`config.mk`:
```
export PLATFORM = sky130hd
export DESIGN_NAME = bounded_sequential_list_unit
export DESIGN_NICKNAME = d
export VERILOG_FILES = /design/src/hw/rtl/bsl_pkg.sv /design/src/hw/rtl/bounded_sequential_list_unit.sv /design/src/hw/rtl/bsl_cell.sv
export SDC_FILE = /design/constraint.sdc
export NUM_CORES = 1
export LEC_CHECK = 0
export BUFFER_PORTS_ARGS = -buffer_cell sky130_fd_sc_hd__buf_2
export CAP_MARGIN = 30
export CORE_ASPECT_RATIO = 0.9
export CORE_UTILIZATION = 45
export CTS_BUF_LIST = sky130_fd_sc_hd__clkbuf_16
export DETAILED_ROUTE_END_ITERATION = 10
export HOLD_SLACK_MARGIN = 0.02
export SLEW_MARGIN = 20
export SYNTH_ARGS = -nofsm -noshare
export SYNTH_HDL_FRONTEND = slang
export SYNTH_SLANG_ARGS = --single-unit
```
`constraint.sdc`:
```
create_clock -name clk -period 7.4 [get_ports clk]
set_input_delay 0 -clock clk [delete_from_list [all_inputs] [get_ports clk]]
set_output_delay 0 -clock clk [all_outputs]
set_load 0.1 [all_outputs]
```
`src/hw/rtl/bsl_pkg.sv`:
```
// ----------------------------------------------------------------------------
// bsl_pkg
// Types and codes shared by the bounded sequential list and its cells.
// ----------------------------------------------------------------------------
`default_nettype none

package bsl_pkg;

  localparam int BSL_CAPACITY = 8;

  // request codes
  localparam logic [2:0] REQ_INS_FRONT = 3'd0;
  localparam logic [2:0] REQ_INS_BACK  = 3'd1;
  localparam logic [2:0] REQ_SEARCH    = 3'd2;
  localparam logic [2:0] REQ_DEL_FRONT = 3'd3;
  localparam logic [2:0] REQ_DEL_BACK  = 3'd4;
  localparam logic [2:0] REQ_DEL_KEY   = 3'd5;

  // status codes
  localparam logic [1:0] ST_DONE  = 2'd0;
  localparam logic [1:0] ST_FULL  = 2'd1;
  localparam logic [1:0] ST_EMPTY = 2'd2;
  localparam logic [1:0] ST_MISS  = 2'd3;

  localparam logic [3:0] IDX_NONE = 4'hF;

  typedef struct packed {
    logic [2:0]         req_type;
    logic signed [31:0] key;
  } bsl_in_t;

  typedef struct packed {
    logic [1:0]        status;
    logic signed [3:0] index;
    logic [3:0]        count;
  } bsl_out_t;

  // command broadcast from the sequencer to every cell
  typedef enum logic [2:0] {
    OP_IDLE,
    OP_MATCH,
    OP_WAVE,
    OP_PUSH_FRONT,
    OP_PUSH_BACK,
    OP_PULL_FRONT,
    OP_PULL_KEY
  } cell_op_t;

endpackage

`default_nettype wire

```
`src/hw/rtl/bounded_sequential_list_unit.sv`:
```
// ----------------------------------------------------------------------------
// bounded_sequential_list_unit
// Ordered list of up to CAPACITY signed keys kept in a row of slot cells.
// ----------------------------------------------------------------------------
// A request (in_req: req_type, key) is taken at a clock edge with start high
// and busy low. Each request gives exactly one result on out_res (status,
// index, count after the request), shown for one cycle with out_valid high.
// The receiver cannot stall; results must be taken when shown.
// Insert front/back, delete front/back and unused codes: the request goes to
// S_DONE, where the result is registered; busy is high for one cycle, so a
// new request cannot be taken until busy is low again.
// Search and delete by key: the slots first compare against the key, then a
// first-match wavefront ripples one slot per cycle through the row of
// CAPACITY cells; the result is registered in S_DONE after the wave, and busy
// stays high through S_MATCH, S_WAVE and S_DONE.
// A new request may be taken in the same cycle a result is shown.
// Reset (rst_n low, synchronous) empties the list and drops any request in
// flight; no result is shown for it.
// ----------------------------------------------------------------------------
`default_nettype none

module bounded_sequential_list_unit import bsl_pkg::*; #(
  parameter int CAPACITY = BSL_CAPACITY
) (
  input  wire logic    clk,
  input  wire logic    rst_n,
  input  wire logic    start,
  output logic         busy,
  input  wire bsl_in_t in_req,
  output logic         out_valid,
  output bsl_out_t     out_res
);

  localparam int CNT_W = $clog2(CAPACITY + 1);
  localparam int IDX_W = (CAPACITY > 1) ? $clog2(CAPACITY) : 1;

  typedef enum logic [1:0] {S_IDLE, S_MATCH, S_WAVE, S_DONE} state_t;

  state_t             state_r, state_nxt;
  logic [2:0]         req_r, req_nxt;
  logic signed [31:0] key_r, key_nxt;
  logic [CNT_W-1:0]   cnt_r, cnt_nxt;
  logic [CNT_W-1:0]   wave_r, wave_nxt;
  logic               out_valid_r, out_valid_nxt;
  bsl_out_t           out_res_r, out_res_nxt;

  cell_op_t           op;
  cell_op_t           apply_op;
  logic [CNT_W-1:0]   new_cnt;
  logic [1:0]         res_status;
  logic [3:0]         res_index;
  logic               full;
  logic               empty;
  logic               found;
  logic [IDX_W-1:0]   found_idx;

  logic signed [31:0] data_w [CAPACITY];
  logic               f_w    [CAPACITY];
  logic [IDX_W-1:0]   fi_w   [CAPACITY];

  // row of slot cells
  for (genvar i = 0; i < CAPACITY; i++) begin : g_cell
    logic signed [31:0] lo_d;
    logic signed [31:0] hi_d;
    logic               f_i;
    logic [IDX_W-1:0]   fi_i;

    if (i == 0) begin : g_first
      assign lo_d = key_r;
      assign f_i  = 1'b0;
      assign fi_i = '0;
    end else begin : g_mid
      assign lo_d = data_w[i-1];
      assign f_i  = f_w[i-1];
      assign fi_i = fi_w[i-1];
    end

    if (i == CAPACITY - 1) begin : g_last
      assign hi_d = data_w[i];
    end else begin : g_upper
      assign hi_d = data_w[i+1];
    end

    bsl_cell #(
      .CNT_W (CNT_W),
      .IDX_W (IDX_W),
      .IDX   (i)
    ) u_cell (
      .clk     (clk),
      .op      (op),
      .count   (cnt_r),
      .key     (key_r),
      .lo_data (lo_d),
      .hi_data (hi_d),
      .f_in    (f_i),
      .fi_in   (fi_i),
      .data    (data_w[i]),
      .f_out   (f_w[i]),
      .fi_out  (fi_w[i])
    );
  end

  assign full      = cnt_r == CNT_W'(CAPACITY);
  assign empty     = cnt_r == '0;
  assign found     = f_w[CAPACITY-1];
  assign found_idx = fi_w[CAPACITY-1];

  // outcome of the request held in req_r, used in S_DONE
  always_comb begin
    apply_op   = OP_IDLE;
    new_cnt    = cnt_r;
    res_status = ST_DONE;
    res_index  = IDX_NONE;
    case (req_r)
      REQ_INS_FRONT, REQ_INS_BACK: begin
        if (full) begin
          res_status = ST_FULL;
        end else begin
          apply_op  = (req_r == REQ_INS_FRONT) ? OP_PUSH_FRONT : OP_PUSH_BACK;
          new_cnt   = cnt_r + 1'b1;
          res_index = (req_r == REQ_INS_FRONT) ? 4'd0 : 4'(cnt_r);
        end
      end
      REQ_SEARCH: begin
        if (found) begin
          res_index = 4'(found_idx);
        end else begin
          res_status = ST_MISS;
        end
      end
      REQ_DEL_FRONT, REQ_DEL_BACK: begin
        if (empty) begin
          res_status = ST_EMPTY;
        end else begin
          apply_op  = (req_r == REQ_DEL_FRONT) ? OP_PULL_FRONT : OP_IDLE;
          new_cnt   = cnt_r - 1'b1;
          res_index = (req_r == REQ_DEL_FRONT) ? 4'd0 : 4'(cnt_r - 1'b1);
        end
      end
      REQ_DEL_KEY: begin
        if (empty) begin
          res_status = ST_EMPTY;
        end else if (found) begin
          apply_op  = OP_PULL_KEY;
          new_cnt   = cnt_r - 1'b1;
          res_index = 4'(found_idx);
        end else begin
          res_status = ST_MISS;
        end
      end
      default: ;
    endcase
  end

  always_comb begin
    case (state_r)
      S_MATCH: op = OP_MATCH;
      S_WAVE:  op = OP_WAVE;
      S_DONE:  op = apply_op;
      default: op = OP_IDLE;
    endcase
  end

  always_comb begin
    state_nxt     = state_r;
    req_nxt       = req_r;
    key_nxt       = key_r;
    cnt_nxt       = cnt_r;
    wave_nxt      = wave_r;
    out_valid_nxt = 1'b0;
    out_res_nxt   = out_res_r;
    case (state_r)
      S_IDLE: begin
        if (start) begin
          req_nxt = in_req.req_type;
          key_nxt = in_req.key;
          if (in_req.req_type == REQ_SEARCH || in_req.req_type == REQ_DEL_KEY) begin
            state_nxt = S_MATCH;
          end else begin
            state_nxt = S_DONE;
          end
        end
      end
      S_MATCH: begin
        wave_nxt  = '0;
        state_nxt = S_WAVE;
      end
      S_WAVE: begin
        // one slot per cycle until the front has crossed the whole row
        if (wave_r == CNT_W'(CAPACITY - 1)) begin
          state_nxt = S_DONE;
        end else begin
          wave_nxt = wave_r + 1'b1;
        end
      end
      S_DONE: begin
        cnt_nxt             = new_cnt;
        out_valid_nxt       = 1'b1;
        out_res_nxt.status  = res_status;
        out_res_nxt.index   = res_index;
        out_res_nxt.count   = 4'(new_cnt);
        state_nxt           = S_IDLE;
      end
      default: state_nxt = S_IDLE;
    endcase
  end

  always_ff @(posedge clk) begin
    if (!rst_n) begin
      state_r     <= S_IDLE;
      cnt_r       <= '0;
      wave_r      <= '0;
      out_valid_r <= 1'b0;
    end else begin
      state_r     <= state_nxt;
      cnt_r       <= cnt_nxt;
      wave_r      <= wave_nxt;
      out_valid_r <= out_valid_nxt;
    end
    req_r     <= req_nxt;
    key_r     <= key_nxt;
    out_res_r <= out_res_nxt;
  end

  assign busy      = state_r != S_IDLE;
  assign out_valid = out_valid_r;
  assign out_res   = out_res_r;

endmodule

`default_nettype wire

```
`src/hw/rtl/bsl_cell.sv`:
```
// ----------------------------------------------------------------------------
// bsl_cell
// One list slot: holds an entry, compares it with the key and passes the
// first-match wavefront on to the next slot.
// ----------------------------------------------------------------------------
`default_nettype none

module bsl_cell import bsl_pkg::*; #(
  parameter int CNT_W = 4,
  parameter int IDX_W = 3,
  parameter int IDX   = 0
) (
  input  wire logic               clk,
  input  wire cell_op_t           op,
  input  wire logic [CNT_W-1:0]   count,
  input  wire logic signed [31:0] key,
  input  wire logic signed [31:0] lo_data,
  input  wire logic signed [31:0] hi_data,
  input  wire logic               f_in,
  input  wire logic [IDX_W-1:0]   fi_in,
  output logic signed [31:0]      data,
  output logic                    f_out,
  output logic [IDX_W-1:0]        fi_out
);

  logic signed [31:0] data_r;
  logic               m_r;
  logic               f_r;
  logic [IDX_W-1:0]   fi_r;
  logic               occupied;
  logic               at_count;

  assign occupied = CNT_W'(IDX) < count;
  assign at_count = CNT_W'(IDX) == count;

  always_ff @(posedge clk) begin
    case (op)
      OP_MATCH: begin
        m_r <= occupied && (data_r == key);
        f_r <= 1'b0;
      end
      OP_WAVE: begin
        // f_r ends up as "a match sits at or below this slot"
        f_r  <= f_in | m_r;
        fi_r <= f_in ? fi_in : IDX_W'(IDX);
      end
      OP_PUSH_FRONT: data_r <= lo_data;
      OP_PUSH_BACK: begin
        if (at_count) begin
          data_r <= key;
        end
      end
      OP_PULL_FRONT: data_r <= hi_data;
      OP_PULL_KEY: begin
        if (f_r) begin
          data_r <= hi_data;
        end
      end
      default: ;
    endcase
  end

  assign data   = data_r;
  assign f_out  = f_r;
  assign fi_out = fi_r;

endmodule

`default_nettype wire
```
==> results by group, run 1 <==
Status
  – Status: finished, final reports clean

Logic synthesis
  – Synth area leader: edfxtp_1
  – Synth area leaders: edfxtp_1 56%, a221o_1 11%, xnor2_1 7.3%
  – Post-synth EDFFs: roughly 330
  – Commonest cells post-synth: 334 x edfxtp_1, 192 x a221o_1, 150 x xnor2_1, 109 x xor2_1, 87 x clkbuf_1
  – Syn nets: 1,394
  – Most frequent cell after synthesis: edfxtp_1
  – Mapped Cells: 1,346
  – Syn Area/Cell: between 10 and 15 sq um
  – Mapped Area: between 0.015 and 0.02 sq mm
  – Sequential area share after synthesis: 57.2%
  – Fraction of registers with async set or reset after synthesis: 0%
  – Netlist cell types: 66
  – #FFs+latches synth: approximately 350
  – Top_reg_cell synth: edfxtp_1
  – Yosys warning total: 0
  – Post-synth top area share: 56.0%

Timing
  – Clk_skew: 0.0161 ns
  – Fin Setup TNS: 0 ns
  – Maximum clock frequency: 0.210 GHz
  – Final min period: between 4 and 5 ns
  – Fin crit share: 64.5%
  – RSZ-0062 raised after global routing: false
  – Final setup viols: 0
  – Slew @ Worst Pin: 1.10 ns
  – Slew Limit Fails: 0
  – Hold Fails Final Rpt: 0
  – Hold slack: 0.172 ns
  – Slew margin rel.: 27.0%

Floorplanning
  – Starting density of the core: 46.1%
  – Row cnt: about 70
  – Std-Cell Core Area: 0.0388 sq mm
  – Io pins: 50
  – Die footprint: approximately 0.04 sq mm
  – Die width: 212 um
  – Die height: about 190 um

Setup path
  – CP Launch Type: flop
  – CP Max Fanout: 36
  – Critical path class: reg2reg
  – CP arrival: around 5.0 ns
  – Worst EP required: ~7.6 ns
  – Crit. End Element: flop

Run
  – Max Cap Viol: 0

Clock tree
  – CTS tree: done
  – Total CTS buffers: 38
  – Setup Fix Bufs, Post-CTS: 0
  – Clock sinks: 345
  – Root buf cell: clkbuf_16
  – Clock buffer depth: 3
  – CTS HTree Levels: 2
  – Clock-pin slew on the worst setup and hold paths: around 0.060 ns
  – Worst-Skew Late Latency: 0.54 ns

GRT
  – Via count of the first global-routing pass: 11,400
  – First-pass GRT wire length: 77,700 um
  – Largest net degree at the start of global routing: 193
  – Grt total ovfl: 0
  – Total track usage: 26.4%
  – Initial antenna violation count: 1

Route
  – Pre-Repair DR Iteration Count: 6
  – Via density: between 6 and 7
  – Detailed-route wire length per cell: 27.7 um
  – Iter 0 DRT Violations: 1,821
  – Routed Wire Length: 52,900 um
  – DRC violations left: 0
  – Post-route ant nets: 0
  – Total number of vias: 12,200

Layout
  – Multi-input logic area: 0.00697 sq mm
  – Layout cell share with drive strength beyond 1: 12.3%
  – # fillers: 3,323
  – Layout area overhead: 11.6%
  – Final net count: 1,405
  – Storage cell area: 0.0102 sq mm
  – N_diodes: 0

Placement
  – RePlAce Congestion: roughly 0.95
  – IO Port Bufs: 49
  – Post-DP HPWL: 34,900 um

Power and ir drop
  – Pwr/cell area: ~470 mW/mm^2
  – Lkg Pwr: 6.86 nW
  – Max IR drop VDD: 272 uV
  – Tot Pwr: 9.32 mW

Worst hold path
  – Hold crit path type: in2reg
## cells in the final DEF (no fill, tap or decap), drive strengths merged, types with 11 or more instances in the layout
cell,synthesis,final
edfxtp,334,334
a221o,192,192
xnor2,150,150
xor2,109,109
buf,47,67
nand4,44,44
clkbuf,87,41
dlygate4sd3,0,38
nor2,38,38
nor4,37,37
and3,34,34
a21o,34,34
mux2,32,32
a21oi,27,27
inv,12,19
nand2,17,17
clkinv,1,17
o21ai,16,16
nand2b,15,15
nor3,12,12
dfxtp,11,11
## stage by stage
step,util [%],cells,setup slack (ns),cell area [sq um]
2_1_floorplan,-,1346,2.11,17900
3_3_place_gp,47.2,1801,2.83,18300
3_5_place_dp,47.3,1803,2.67,18400
4_1_cts,51.4,1908,2.65,19900
5_1_grt,51.5,1909,2.40,20000
6_report,51.5,1909,2.63,20000
## registers in the layout, indices dropped and copies added, names as in the netlist
signal,count
req_r,3
g_cell.lo_d,32
wave_r,4
g_cell.u_cell.f_out,8
out_res,10
g_cell.u_cell.data,256
g_cell.u_cell.fi_out,17
cnt_r,4
out_valid,1
state_r,2
g_cell.u_cell.m_r,8
## routing by layer
metal | up-vias | share of wire [%] | global-route usage [%]
li1 | 5335 | - | -
met1 | 6077 | 44 | 39.7
met2 | 679 | 44 | 39.0
met3 | 102 | 8.7 | 3.68
met4 | 2 | 3.1 | 8.61
met5 | - | 0.0076 | 0
## worst max-delay path: stages, from the launching register on
cell       delay (ns)
dfxtp_1          0.41
inv_1            0.19
ha_1             0.35
nor3b_2          0.71
a211oi_1         0.22
o22ai_4          0.17
buf_4            0.45
nor4b_1          0.13
a2111oi_2        0.65
o221a_2          0.63
buf_4            0.47
## logic make-up after synthesis
| group | Yosys count | synth area share (%) |
|---|---|---|
| buffers and inverters | 147 | 4.12 |
| and+or+nand+nor | 235 | 7.46 |
| DFF | 345 | 57.2 |
| muxes | 34 | 2.12 |
| adders and majority gates | 10 | 0.699 |
| xor gates and xnor gates | 259 | 12.7 |
| AOI/OAI and AO/OA | 316 | 15.7 |
## final timing paths
check / from / to / slack, ns / cells past startpoint
setup reg to reg: cnt_r[0] / g_cell[0].u_cell.data[24] / 2.63 / 10
setup / recovery: cnt_r[0] / g_cell[0].u_cell.data[24] / 2.63 / 10
hold reg to reg: g_cell[4].u_cell.fi_out[0] / g_cell[5].u_cell.fi_out[0] / 0.50 / 1
hold / removal: in_req[30] / g_cell[0].lo_d[30] / 0.17 / 2
## power breakdown
group | leakage [nW] | internal (mW) | switching (mW)
registers | 3.22 | 3.44 | 0.917
logic | 3.01 | 1.19 | 1.88
clock network | 0.624 | 1.10 | 0.792
## cell type report
type,count,area share [%]
inverter,13,0.244
multi-input combinational,854,34.9
clock buffer,41,5.14
clock inverter,26,0.939
sequential,345,51.3
tap,525,3.29
timing repair buffer,105,4.17
## timing repair
item | 4_1_cts | 5_1_grt
gates resized for setup | 0 | 0
endpoints found under the hold margin | 46 | 0
endpoints found under the setup margin | 0 | 0
hold buffers | 38 | 0
Power figures use the tool's default switching activity.
==> run 2: changes to the inputs <==
==> constraint.sdc (replaced) <==
create_clock -name clk -period 4.2 [get_ports clk]
set_input_delay 0 -clock clk [delete_from_list [all_inputs] [get_ports clk]]
set_output_delay 0 -clock clk [all_outputs]
set_load 0.1 [all_outputs]
==> run 2 against run 1 <==
  * Final cell count rose by 0.84%
  * Core utilization rose by 0.37 points
  * Final area rose by 0.73%
  * Routed wire length rose by 3.0%
  * Register-to-register slack got worse by 2.1 ns
  * Largest cell class unchanged
  * Combinational power rose by 86%
  * Critical path type unchanged
  * Sequential power rose by 75%
  * Count of clock-buffer cells in the layout did not move
  * Power rose by 77%
  * Worst hold slack got worse by 0.013 ns
  * Clock power rose by 65%
==> results by group, run 2 (synthesized netlist as in run 1, its figures left out) <==
Floorplanning
  – Starting density of the core: 46.1% (unchanged)
  – Io pins: 50 (unchanged)
  – Die footprint: 0.0406 sq mm (unchanged)
  – Std-Cell Core Area: 0.0388 sq mm (unchanged)
  – Row cnt: 68 (unchanged)
  – Die height: 191 um (unchanged)
  – Die width: 212 um (unchanged)

Route
  – DRC violations left: 0 (unchanged)
  – Post-route ant nets: 0 (unchanged)
  – Detailed-route wire length per cell: 28.3 um (+2.2%)
  – Total number of vias: 12,400 (+1.9%)
  – Pre-Repair DR Iteration Count: 8 (+2)
  – Routed Wire Length: 54,500 um (+3.0%)
  – Iter 0 DRT Violations: 1,648 (-9.5%)
  – Via density: 6.46 (+1.1%)

Power and ir drop
  – Net Sw Power: 6.40 mW (+78%)
  – Reg power frac: 46.4% (-0.4 points)
  – Pwr/cell area: 818 mW/mm^2 (+75%)
  – Lkg Pwr: 6.93 nW (+1.1%)
  – Switching share of power: 38.9% (+0.39 points)
  – Clock Power Share: 18.9% (-1.4 points)
  – Max IR drop VDD: 510 uV (+87%)
  – Comb pwr share: 34.7% (+1.8 points)
  – Internal power: 10.1 mW (+76%)

Timing
  – Fin crit share: 88.6% (+24 points)
  – Final setup margin: 0.477 ns (-2.15 ns)
  – Slew @ Worst Pin: 0.785 ns (-0.310 ns)
  – Final min period: 3.72 ns (-1.05 ns)
  – Clk_skew: 0.0226 ns (+0.00651 ns)
  – Hold Fails Final Rpt: 0 (unchanged)
  – Final setup viols: 0 (unchanged)
  – Fin Setup TNS: 0 ns (unchanged)
  – Maximum clock frequency: 0.269 GHz (+28%)
  – RSZ-0062 raised after global routing: false
  – Slew margin rel.: 47.2% (+20 points)
  – Slew Limit Fails: 0 (unchanged)

Setup path
  – Worst EP required: 4.49 ns (-3.10 ns)
  – CP Launch Type: flop
  – R2r setup slk: 0.48 ns (-2.15 ns)
  – CP Max Fanout: 68 (+89%)
  – RR Endpoint: g_cell[1].u_cell.data[5]
  – CP endpoint: g_cell[1].u_cell.data[5]
  – R2r startpoint: cnt_r[1]
  – CP arrival: 4.01 ns (-0.95 ns)
  – Critical Path Start: cnt_r[1]
  – Crit. End Element: flop
  – Critical path class: reg2reg
  – R2R cell count: 10 (unchanged)

Clock tree
  – Setup Fix Bufs, Post-CTS: 0 (unchanged)
  – Resized Gates After CTS: 0 (unchanged)
  – Worst-Skew Late Latency: 0.55 ns (about the same)
  – Total CTS buffers: 39 (+2.6%)
  – Clock-pin slew on the worst setup and hold paths: 0.06 ns (about the same)
  – Clock buffer depth: 3 (unchanged)
  – CTS HTree Levels: 2 (unchanged)
  – Root buf cell: clkbuf_16
  – Clock sinks: 345 (unchanged)
  – CTS tree: done

GRT
  – Grt total ovfl: 0 (unchanged)
  – Largest net degree at the start of global routing: 97 (-50%)
  – Total track usage: 27.1% (+0.70 points)
  – Initial antenna violation count: 1 (unchanged)
  – First-pass GRT wire length: 79,900 um (+2.8%)
  – Via count of the first global-routing pass: 11,800 (+3.3%)

Placement
  – DP Worst Slack: 0.548 ns (-2.13 ns)
  – RePlAce Congestion: 0.924 (-2.5%)
  – IO Port Bufs: 49 (unchanged)
  – Post-DP HPWL: 36,000 um (+3.3%)
  – Cells after DPL: 1,821 (+1.0%)

Run
  – Max Cap Viol: 0 (unchanged)

Layout
  – Fin util: 51.9% (+0.37 points)
  – Non-Filler Instances: 1,925 (+0.84%)
  – Max reg flops: 256 (unchanged)
  – Final net count: 1,425 (+1.4%)
  – Most common cell after layout, fill and taps aside: edfxtp_1
  – Commonest non-fill, non-tap cells in the layout: 334 x edfxtp_1, 192 x a221o_1, 150 x xnor2_1, 109 x xor2_1, 50 x buf_2
  – Layout area overhead: 12.4%
  – Layout cell share with drive strength beyond 1: 13.2% (+0.87 points)

Worst hold path
  – Hold crit path type: in2reg

Status
  – Status: finished, final reports clean
run 2: changes by cell type in the layout (fill, tap and decap cells not counted), sizes merged:
cell	change
diode	+1
inv	+4
bufinv	-3
clkinv	-5
buf	+19
run 2: stage by stage:
stage | instance area, sq um | power (mW) | hold WS, ns
2_1_floorplan | 17900 | 10.6 | 0.0989
3_3_place_gp | 18600 | 13.2 | 0.177
3_5_place_dp | 18600 | 13.3 | 0.178
4_1_cts | 20100 | 16.4 | 0.143
5_1_grt | 20100 | 17.0 | 0.166
6_report | 20100 | 16.5 | 0.159
run 2: metal layers:
| layer | global-route usage [%] | wire length (um) | up-vias | share of wire [%] |
|---|---|---|---|---|
| met5 | 0 | 0 | - | 0 |
| met4 | 8.55 | 1660 | 0 | 3.0 |
| met3 | 4.81 | 4930 | 106 | 9.0 |
| met2 | 41.6 | 24700 | 731 | 45 |
| met1 | 38.9 | 23200 | 6212 | 43 |
| li1 | - | - | 5378 | - |
run 2: worst min path at each step:
stage                from            endpoint  slack, ns  cells past startpoint
6_report       in_req[19]  g_cell[0].lo_d[19]       0.16                      2
2_1_floorplan   in_req[0]   g_cell[0].lo_d[0]        0.1                      0
4_1_cts        in_req[19]  g_cell[0].lo_d[19]       0.14                      2
3_5_place_dp    in_req[3]   g_cell[0].lo_d[3]       0.18                      1
5_1_grt        in_req[19]  g_cell[0].lo_d[19]       0.17                      2
3_3_place_gp    in_req[3]   g_cell[0].lo_d[3]       0.18                      1
run 2: cell type report:
| class | count | area (sq um) |
|---|---|---|
| fill | 3344 | 18700 |
| sequential | 345 | 10200 |
| multi-input combinational | 854 | 6990 |
| timing repair buffer | 124 | 1060 |
| clock buffer | 41 | 1030 |
| tap | 525 | 657 |
| clock inverter | 22 | 87.6 |
| inverter | 13 | 48.8 |
| antenna | 1 | 2.50 |
run 2: worst max-delay path: stages (launching register included):
cell and delay [ns]:
dfxtp_1 0.49, inv_1 0.16, ha_1 0.34, nor3b_2 0.24, nor3_1 0.38, nor2_2 0.16
or3_1 0.44, a31o_4 0.29, buf_4 0.25, buf_16 0.25, a221o_1 0.39
run 2: power groups by stage:
stage | registers, mW | logic, mW | clock network (mW)
after floorplan | 7.08 | 3.50 | 0
after global placement | 7.63 | 5.57 | 0
after detailed placement | 7.66 | 5.60 | 0
after CTS | 7.61 | 5.68 | 3.16
after global routing | 7.81 | 5.97 | 3.27
final | 7.64 | 5.70 | 3.11
run 2: timing repair:
item | 4_1_cts | 5_1_grt
hold endpoints to repair | 46 | 0
hold buffers | 38 | 0
endpoints found under the setup margin | 0 | 0
==> run 3: changes to the inputs <==
==> constraint.sdc (replaced) <==
create_clock -name clk -period 3.7 [get_ports clk]
set_input_delay 0 -clock clk [delete_from_list [all_inputs] [get_ports clk]]
set_output_delay 0 -clock clk [all_outputs]
set_load 0.1 [all_outputs]
==> run 3 against run 2 <==
  * Power is 16% higher
  * Count of clock-buffer cells in the layout is 2 lower
  * Sequential power is 13% higher
  * Routed wire length is 0.11% higher
  * Final cell count is 1.5% higher
  * Final area is 1.5% higher
  * Sequential share of layout area is 0.76 points lower
  * Die area stayed put
  * Largest power group unchanged
==> results by group, run 3 (synthesized netlist as in run 1, its figures left out) <==
Floorplanning
  – Std-Cell Core Area: 0.0388 sq mm (unchanged)
  – Die width: 212 um (unchanged)
  – Die height: 191 um (unchanged)
  – Row cnt: 68 (unchanged)
  – Starting density of the core: 46.1% (unchanged)
  – Io pins: 50 (unchanged)
  – Die footprint: 0.0406 sq mm (unchanged)

Timing
  – Slew @ Worst Pin: 0.838 ns (+0.0530 ns)
  – Maximum clock frequency: 0.283 GHz (+5.3%)
  – RSZ-0062 raised after global routing: false
  – Final setup viols: 0 (unchanged)
  – Final setup margin: 0.165 ns (-0.312 ns)
  – Final min period: 3.53 ns (-0.188 ns)
  – Slew margin rel.: 43.4% (-3.8 points)
  – Slew Limit Fails: 0 (unchanged)
  – Hold Fails Final Rpt: 0 (unchanged)
  – Clk_skew: 0.0275 ns (+0.00496 ns)
  – Fin Setup TNS: 0 ns (unchanged)
  – Fin crit share: 95.5% (+6.9 points)

Setup path
  – CP Launch Type: flop
  – Crit. End Element: flop
  – CP Max Fanout: 66 (-2.9%)
  – Worst EP required: 4.09 ns (-0.40 ns)
  – CP arrival: 3.92 ns (-0.09 ns)
  – Max incr delay on CP: 0.68 ns (+0.19 ns)
  – CP Cell Sequence: inv_1 > ha_1 > nor3b_2 > buf_4 > nor2_1 > o21a_1 > o21ai_0 > a31o_4 > buf_12 > a221o_1
  – Delay-heaviest family, CP: compound AO/OA/AOI/OAI gates
  – CP bufs+invs: 3 (unchanged)
  – Critical path's slowest cell: a31o_4
  – Critical path class: reg2reg

Clock tree
  – Total CTS buffers: 39 (unchanged)
  – Clock-pin slew on the worst setup and hold paths: 0.06 ns (about the same)
  – CTS HTree Levels: 2 (unchanged)
  – CTS tree: done
  – Clock buffer depth: 3 (unchanged)
  – Worst-Skew Late Latency: 0.56 ns (about the same)
  – Clock sinks: 345 (unchanged)
  – Root buf cell: clkbuf_16

Power and ir drop
  – Internal power: 11.7 mW (+16%)
  – Reg power frac: 45.1% (-1.3 points)
  – Pwr/cell area: 934 mW/mm^2 (+14%)
  – Max IR drop VDD: 397 uV (-22%)
  – Switching share of power: 38.7% (-0.21 points)
  – Comb pwr share: 34.8% (about the same)
  – Lkg Pwr: 7.09 nW (+2.3%)
  – Net Sw Power: 7.37 mW (+15%)
  – Clock Power Share: 20.1% (+1.2 points)

GRT
  – Via count of the first global-routing pass: 11,900 (+0.52%)
  – Total track usage: 27.2% (+0.11 points)
  – Grt total ovfl: 0 (unchanged)
  – Largest net degree at the start of global routing: 67 (-31%)
  – First-pass GRT wire length: 80,500 um (+0.73%)
  – Initial antenna violation count: 0 (-1)

Placement
  – Cells after DPL: 1,845 (+1.3%)
  – Post-DP HPWL: 37,100 um (+2.9%)
  – DP Worst Slack: 0.239 ns (-0.309 ns)
  – IO Port Bufs: 49 (unchanged)
  – RePlAce Congestion: 0.934 (+1.1%)

Layout
  – Layout cell share with drive strength beyond 1: 15.1% (+2.0 points)
  – Layout area overhead: 14.1%
  – Most common cell after layout, fill and taps aside: edfxtp_1
  – Max reg flops: 256 (unchanged)
  – Commonest non-fill, non-tap cells in the layout: 334 x edfxtp_1, 192 x a221o_1, 150 x xnor2_1, 109 x xor2_1, 49 x buf_2
  – Final net count: 1,447 (+1.5%)
  – Non-Filler Instances: 1,954 (+1.5%)
  – N_diodes: 0 (-1)

Worst hold path
  – Hold crit path type: in2reg

Status
  – Status: finished, final reports clean

Route
  – Detailed-route wire length per cell: 27.9 um (-1.4%)
  – DRC violations left: 0 (unchanged)
  – Pre-Repair DR Iteration Count: 5 (-3)
  – Post-route ant nets: 0 (unchanged)
  – Iter 0 DRT Violations: 1,643 (-0.30%)
  – Routed Wire Length: 54,600 um (+0.11%)
  – Via density: 6.42 (-0.56%)
  – Total number of vias: 12,500 (+0.94%)

Run
  – Max Cap Viol: 0 (unchanged)
run 3: changes by cell type in the layout (fill, tap and decap cells not counted), moves of 2 or more:
cell / change
inv_6: +3
buf_12: +2
buf_4: +22
bufinv_16: +4
clkinv_2: +3
inv_1: -2
clkbuf_16: -2
run 3: cell type report:
cell class | count | area, sq um
Fill cell | 3362 | 18400
Inverter | 13 | 48.8
Multi-Input combinational cell | 854 | 7000
Sequential cell | 345 | 10200
Clock inverter | 32 | 258
Timing Repair Buffer | 146 | 1230
Clock buffer | 39 | 976
Tap cell | 525 | 657
run 3: routing by layer:
metal  vias up  GRT usage (%)  routed length, um
met1      6314           38.6              23400
li1       5425              -                  -
met3       140           4.68               4510
met4         0           11.3               2450
met2       665           41.1              24300
met5         -              0                  0
run 3: metrics by stage:
stage	cell area (sq um)	util [%]	total power, mW	hold slack (ns)
after CTS	20400	52.6	19.1	0.136
after detailed placement	18800	48.5	15.2	0.178
after floorplan	18000	-	12.0	0.0989
final	20400	52.6	19.1	0.154
after global placement	18800	48.4	15.1	0.176
after global routing	20400	52.6	19.8	0.155
run 3: worst paths after layout:
path	end	slack, ns	depth (start not counted)	startpoint
worst max-delay path	g_cell[5].u_cell.data[21]	0.17	10	cnt_r[1]
worst min-delay path	g_cell[0].lo_d[8]	0.15	2	in_req[8]
worst max register to register	g_cell[5].u_cell.data[21]	0.17	10	cnt_r[1]
worst min register to register	wave_r[1]	0.51	2	wave_r[1]
run 3: worst register-to-register path, cell delays in order (launching register included):
cell	delay [ns]
dfxtp_1	0.32
inv_1	0.12
ha_1	0.20
nor3b_2	0.36
buf_4	0.23
nor2_1	0.08
o21a_1	0.23
o21ai_0	0.48
a31o_4	0.69
buf_12	0.42
a221o_1	0.28
run 3: what timing repair did:
action                    CTS  global route
hold endpoints to repair   46             0
setup buffers               0             0
resized for setup           0             0
hold buffers               38             0
run 3: power groups by stage:
stage | logic (mW) | registers [mW] | clock network [mW]
4_1_cts | 6.61 | 8.56 | 3.88
2_1_floorplan | 4.02 | 8.03 | 0
6_report | 6.64 | 8.61 | 3.83
5_1_grt | 6.97 | 8.80 | 4.00
3_5_place_dp | 6.53 | 8.62 | 0
3_3_place_gp | 6.46 | 8.61 | 0
